`src/design/fdp_pkg.sv`:
```
// fdp_pkg: shared types and constants for the force dot product engine
// holds payload structs, lane control struct, register and function codes
// no dependencies
`default_nettype none

package fdp_pkg;

  // default sizing of the gradient store and neighbor range
  localparam int MaxLenDefault = 256;
  localparam int MaxNbrDefault = 255;

  // configuration port widths
  localparam int CfgIndexW = 1;
  localparam int CfgDataW  = 9;

  // configuration register indexes
  localparam logic [CfgIndexW-1:0] CFG_VEC_LENGTH     = 1'b0;
  localparam logic [CfgIndexW-1:0] CFG_NEIGHBOR_COUNT = 1'b1;

  // input function codes
  localparam logic FUNC_LOAD  = 1'b0;
  localparam logic FUNC_DERIV = 1'b1;

  // input item
  typedef struct packed {
    logic               func;
    logic signed [31:0] grad_value;
    logic signed [31:0] deriv_x;
    logic signed [31:0] deriv_y;
    logic signed [31:0] deriv_z;
  } fdp_in_t;

  // result item
  typedef struct packed {
    logic signed [63:0] force_x;
    logic signed [63:0] force_y;
    logic signed [63:0] force_z;
    logic [7:0]         block_index;
    logic               last;
  } fdp_out_t;

  // control from the sequencer to each lane
  typedef struct packed {
    logic cap_en;   // capture derivative on input transfer
    logic mul_en;   // register gradient times derivative
    logic acc_en;   // accumulator takes the saturated sum
    logic acc_clr;  // accumulator back to zero
  } lane_ctrl_t;

endpackage

`default_nettype wire

```
`src/design/fdp_lane.sv`:
```
// fdp_lane: one channel of the dot product, multiply then saturating accumulate
// depends on fdp_pkg for the lane control struct
`default_nettype none

module fdp_lane (
  input  wire logic               clk_i,
  input  wire logic               rst_ni,
  input  wire fdp_pkg::lane_ctrl_t ctrl_i,
  input  wire logic signed [31:0] deriv_i,
  input  wire logic signed [31:0] grad_i,
  output logic signed [63:0]      sum_o
);

  logic signed [31:0] deriv_q;
  logic signed [63:0] prod_q, prod_d;
  logic signed [63:0] acc_q, acc_d;
  logic signed [64:0] wide_sum;

  // derivative holding register
  always_ff @(posedge clk_i) begin
    if (ctrl_i.cap_en) begin
      deriv_q <= deriv_i;
    end
  end

  // exact q32.32 product of two q16.16 values
  assign prod_d = grad_i * deriv_q;

  always_ff @(posedge clk_i) begin
    if (ctrl_i.mul_en) begin
      prod_q <= prod_d;
    end
  end

  // saturating add, clamp on signed overflow
  always_comb begin
    wide_sum = {acc_q[63], acc_q} + {prod_q[63], prod_q};
    if (wide_sum[64] != wide_sum[63]) begin
      sum_o = wide_sum[64] ? {1'b1, 63'd0} : {1'b0, {63{1'b1}}};
    end else begin
      sum_o = wide_sum[63:0];
    end
  end

  // accumulator update
  always_comb begin
    acc_d = acc_q;
    if (ctrl_i.acc_clr) begin
      acc_d = '0;
    end else if (ctrl_i.acc_en) begin
      acc_d = sum_o;
    end
  end

  always_ff @(posedge clk_i or negedge rst_ni) begin
    if (!rst_ni) begin
      acc_q <= '0;
    end else begin
      acc_q <= acc_d;
    end
  end

endmodule

`default_nettype wire

```
`config.mk`:
```
export PLATFORM = sky130hd
export DESIGN_NAME = fdp_lane
export DESIGN_NICKNAME = d
export VERILOG_FILES = /design/src/design/fdp_pkg.sv /design/src/design/fdp_lane.sv
export SDC_FILE = /design/constraint.sdc
export NUM_CORES = 2
export LEC_CHECK = 0
export ABC_AREA = 1
export BUFFER_PORTS_ARGS = -buffer_cell sky130_fd_sc_hd__buf_2
export CORE_ASPECT_RATIO = 1.75
export CORE_UTILIZATION = 35
export DETAILED_ROUTE_END_ITERATION = 7
export GPL_ROUTABILITY_DRIVEN = 0
export SKIP_CTS_REPAIR_TIMING = 1
export SLEW_MARGIN = 20
export SYNTH_ARGS = -nofsm -noshare
export SYNTH_HDL_FRONTEND = slang
export SYNTH_SLANG_ARGS = --single-unit
```
`constraint.sdc`:
```
create_clock -name clk_i -period 6.8 [get_ports clk_i]
set_input_delay 1.7 -clock clk_i [delete_from_list [all_inputs] [get_ports clk_i]]
set_output_delay 1.7 -clock clk_i [all_outputs]
set_load 0.02 [all_outputs]
```
==> flow_summary.ini <==
[critical_path]
critPathMostFrequentCell = fa_1
start_kind = input pin
worstPathRequired_ns = 7.07
critPathCaptureType = flip-flop
timing.rr.start = deriv_q[4]$_DFFE_PP_
worstSetupEndpoint = prod_q[60]$_DFFE_PP_
crit_buf_inv = 9
crit_type = in -> reg
crit_arrival_ns = 8.28
ff2ff_path_depth = 30
crit_path_start = grad_i[31]
r2r_end = prod_q[52]$_DFFE_PP_
cp_top_family = adder cells
path_depth = 27
r2r_slack_ns = -0.52
cpMaxStageDelayCell = fa_2
slowest_delay_ns = 0.60
critPathMaxFanout = 10

[layout]
drive_gt1_share_pct = 22.56
fillCellCount = 13730
fin_nets = 8276
final_cell_mix = 1,741 x nand2_1, 1,683 x inv_1, 994 x fa_1, 466 x buf_4, 202 x ha_1
finish.utilization_pct = 43.88
area_delta_synth_final_pct = 24.48
fin_area_mm2 = 0.06165
final_common_cell = nand2_1

[clocking]
clockBufferDepth = 2
cts_buffers = 17
clockRootBuffer = clkbuf_16
clkSinkCount = 160
htree_num_levels = 4
clock_latency_ns = 0.56
cts_tree = done
clkTransAtPathRegs_ns = 0.07

[yosys]
synth_top_area_share_pct = 43.78
synth_top_cell_by_area = fa_1
synth_area_mm2 = 0.04952
ys_seq_area_share_pct = 9.055
ys_warn_count = 0
syn_nets = 7704
avgSynthCellArea_um2 = 7.857
syn_inst = 6303
ys_types = 51
ys_top_cells_by_area = fa_1 44%, nand2_1 14%, inv_1 14%, ha_1 6.3%, edfxtp_1 5.8%
ys_seq_elements = 160

[run_status]
violations = setup timing
status = finished with violations

[timing]
period_share_pct = 117.8
tightestPinTransition_ns = 0.9651
fin_hold_ws_ns = 0.4869
clock-skew-final_ns = 0.04761
finalCriticalPeriod_ns = 8.014
slew_headroom_pct = 35.66
fin_ws_ns = -1.214
fmax_mhz = 124.8
hold_viol_final = 0
rsz0062_at_grt = true
maxSlewViolCount = 0
setup_viol = 52

[global_routing]
grt_pass1_vias = 46050
grt_usage_pct = 23.60
grt_pass1_wl_um = 254000
grt_max_degree = 66
overflow = 0
antenna_found_initial = 7

[routing]
num_vias = 42050
via_per_inst = 4.816
first_pass_iters = 7
ant_nets = 0
drt_wl_total_um = 168700
wl_per_cell_um = 19.33
drt_iter0_drc = 2077
drc_errors = 0

[placed_design]
io_buffers = 133
dp_slack_ns = -2.395
dp_hpwl_um = 142200
placed_cell_area_mm2 = 0.05774

[hold_path]
worstHoldPathType = reg -> reg
hp-start = acc_q[44]$_DFFE_PN0P_

[die]
ios = 134
start_util_pct = 35.25
die_y_um = 499.6
core_area_mm2 = 0.1405
rows = 182
fp.dieW_um = 286.4
dieArea_mm2 = 0.1431

[run]
drv_cap = 0
-- stage by stage --
step | instances | setup TNS [ns]
2_1_floorplan | 6303 | -41.14
3_3_place_gp | 8633 | -91.75
3_5_place_dp | 8633 | -93.36
4_1_cts | 8665 | -63.71
5_1_grt | 8729 | -51.98
6_report | 8731 | -43.62
-- synthesized netlist by cell type, drive strengths merged --
library cell and n:
nand4 26, nor3b 1, ha 248, xnor2 21, a21o 17, and2 2, inv 1811, buf 17
a22o 1, edfxtp 96, nand3b 3, nor3 22, a21oi 142, and3 6, o211ai 1, fa 1083
clkbuf 200, o2111ai 1, or2 12, xor2 80, o21bai 41, a221oi 2, nor4 11, nand3 107
a21boi 9, o221ai 1, o21ai 49, a31oi 10, nor2 238, nand2 1978, a31o 1, dfrtp 64
o21a 2
-- worst min path at each step --
| stage | slack (ns) | cells after the start | endpoint |
|---|---|---|---|
| 3_5_place_dp | 0.47 | 2 | acc_q[41]$_DFFE_PN0P_ |
| 2_1_floorplan | 0.45 | 2 | acc_q[23]$_DFFE_PN0P_ |
| 6_report | 0.49 | 2 | acc_q[44]$_DFFE_PN0P_ |
| 4_1_cts | 0.49 | 2 | acc_q[41]$_DFFE_PN0P_ |
| 5_1_grt | 0.51 | 2 | acc_q[20]$_DFFE_PN0P_ |
| 3_3_place_gp | 0.47 | 2 | acc_q[44]$_DFFE_PN0P_ |
-- state kept, by name (all words and copies together) (netlist names) --
| register | cells |
|---|---|
| acc_q | 64 |
| prod_q | 64 |
| deriv_q | 32 |
-- cell families after synthesis --
family / synth area share (%)
simple gates: 20.18
buf+inv: 15.59
fa+ha+maj: 50.04
compound gates: 3.345
flops: 9.055
xor+xnor: 1.786
-- final cells by class --
type | count | area (µm²) | area share, %
multi-input cells | 4115 | 40050 | 64.96
clock inverters | 13 | 172.7 | 0.2801
clock buffers | 19 | 454.2 | 0.7368
diodes | 3 | 7.507 | 0.01218
inverters | 1811 | 6809 | 11.05
well taps | 1840 | 2302 | 3.735
repair buffers | 770 | 7368 | 11.95
flip-flops and latches | 160 | 4484 | 7.274
-- tightest hold or removal path: stages, from the launching register on --
cell and delay, ns:
dfrtp_1 0.35, nand2_1 0.05, nand2_1 0.06
-- layer usage --
layer | vias up | wire [µm] | GRT usage (%)
met1 | 21010 | 54780 | 22.43
met2 | 1377 | 90890 | 45.20
met5 | - | 13 | 0
met3 | 658 | 6269 | 2.058
met4 | 2 | 16780 | 19.69
li1 | 19000 | - | -
Power is not shown: default switching activity piles up to over one toggle a cycle in this logic, so the estimate is an artifact.
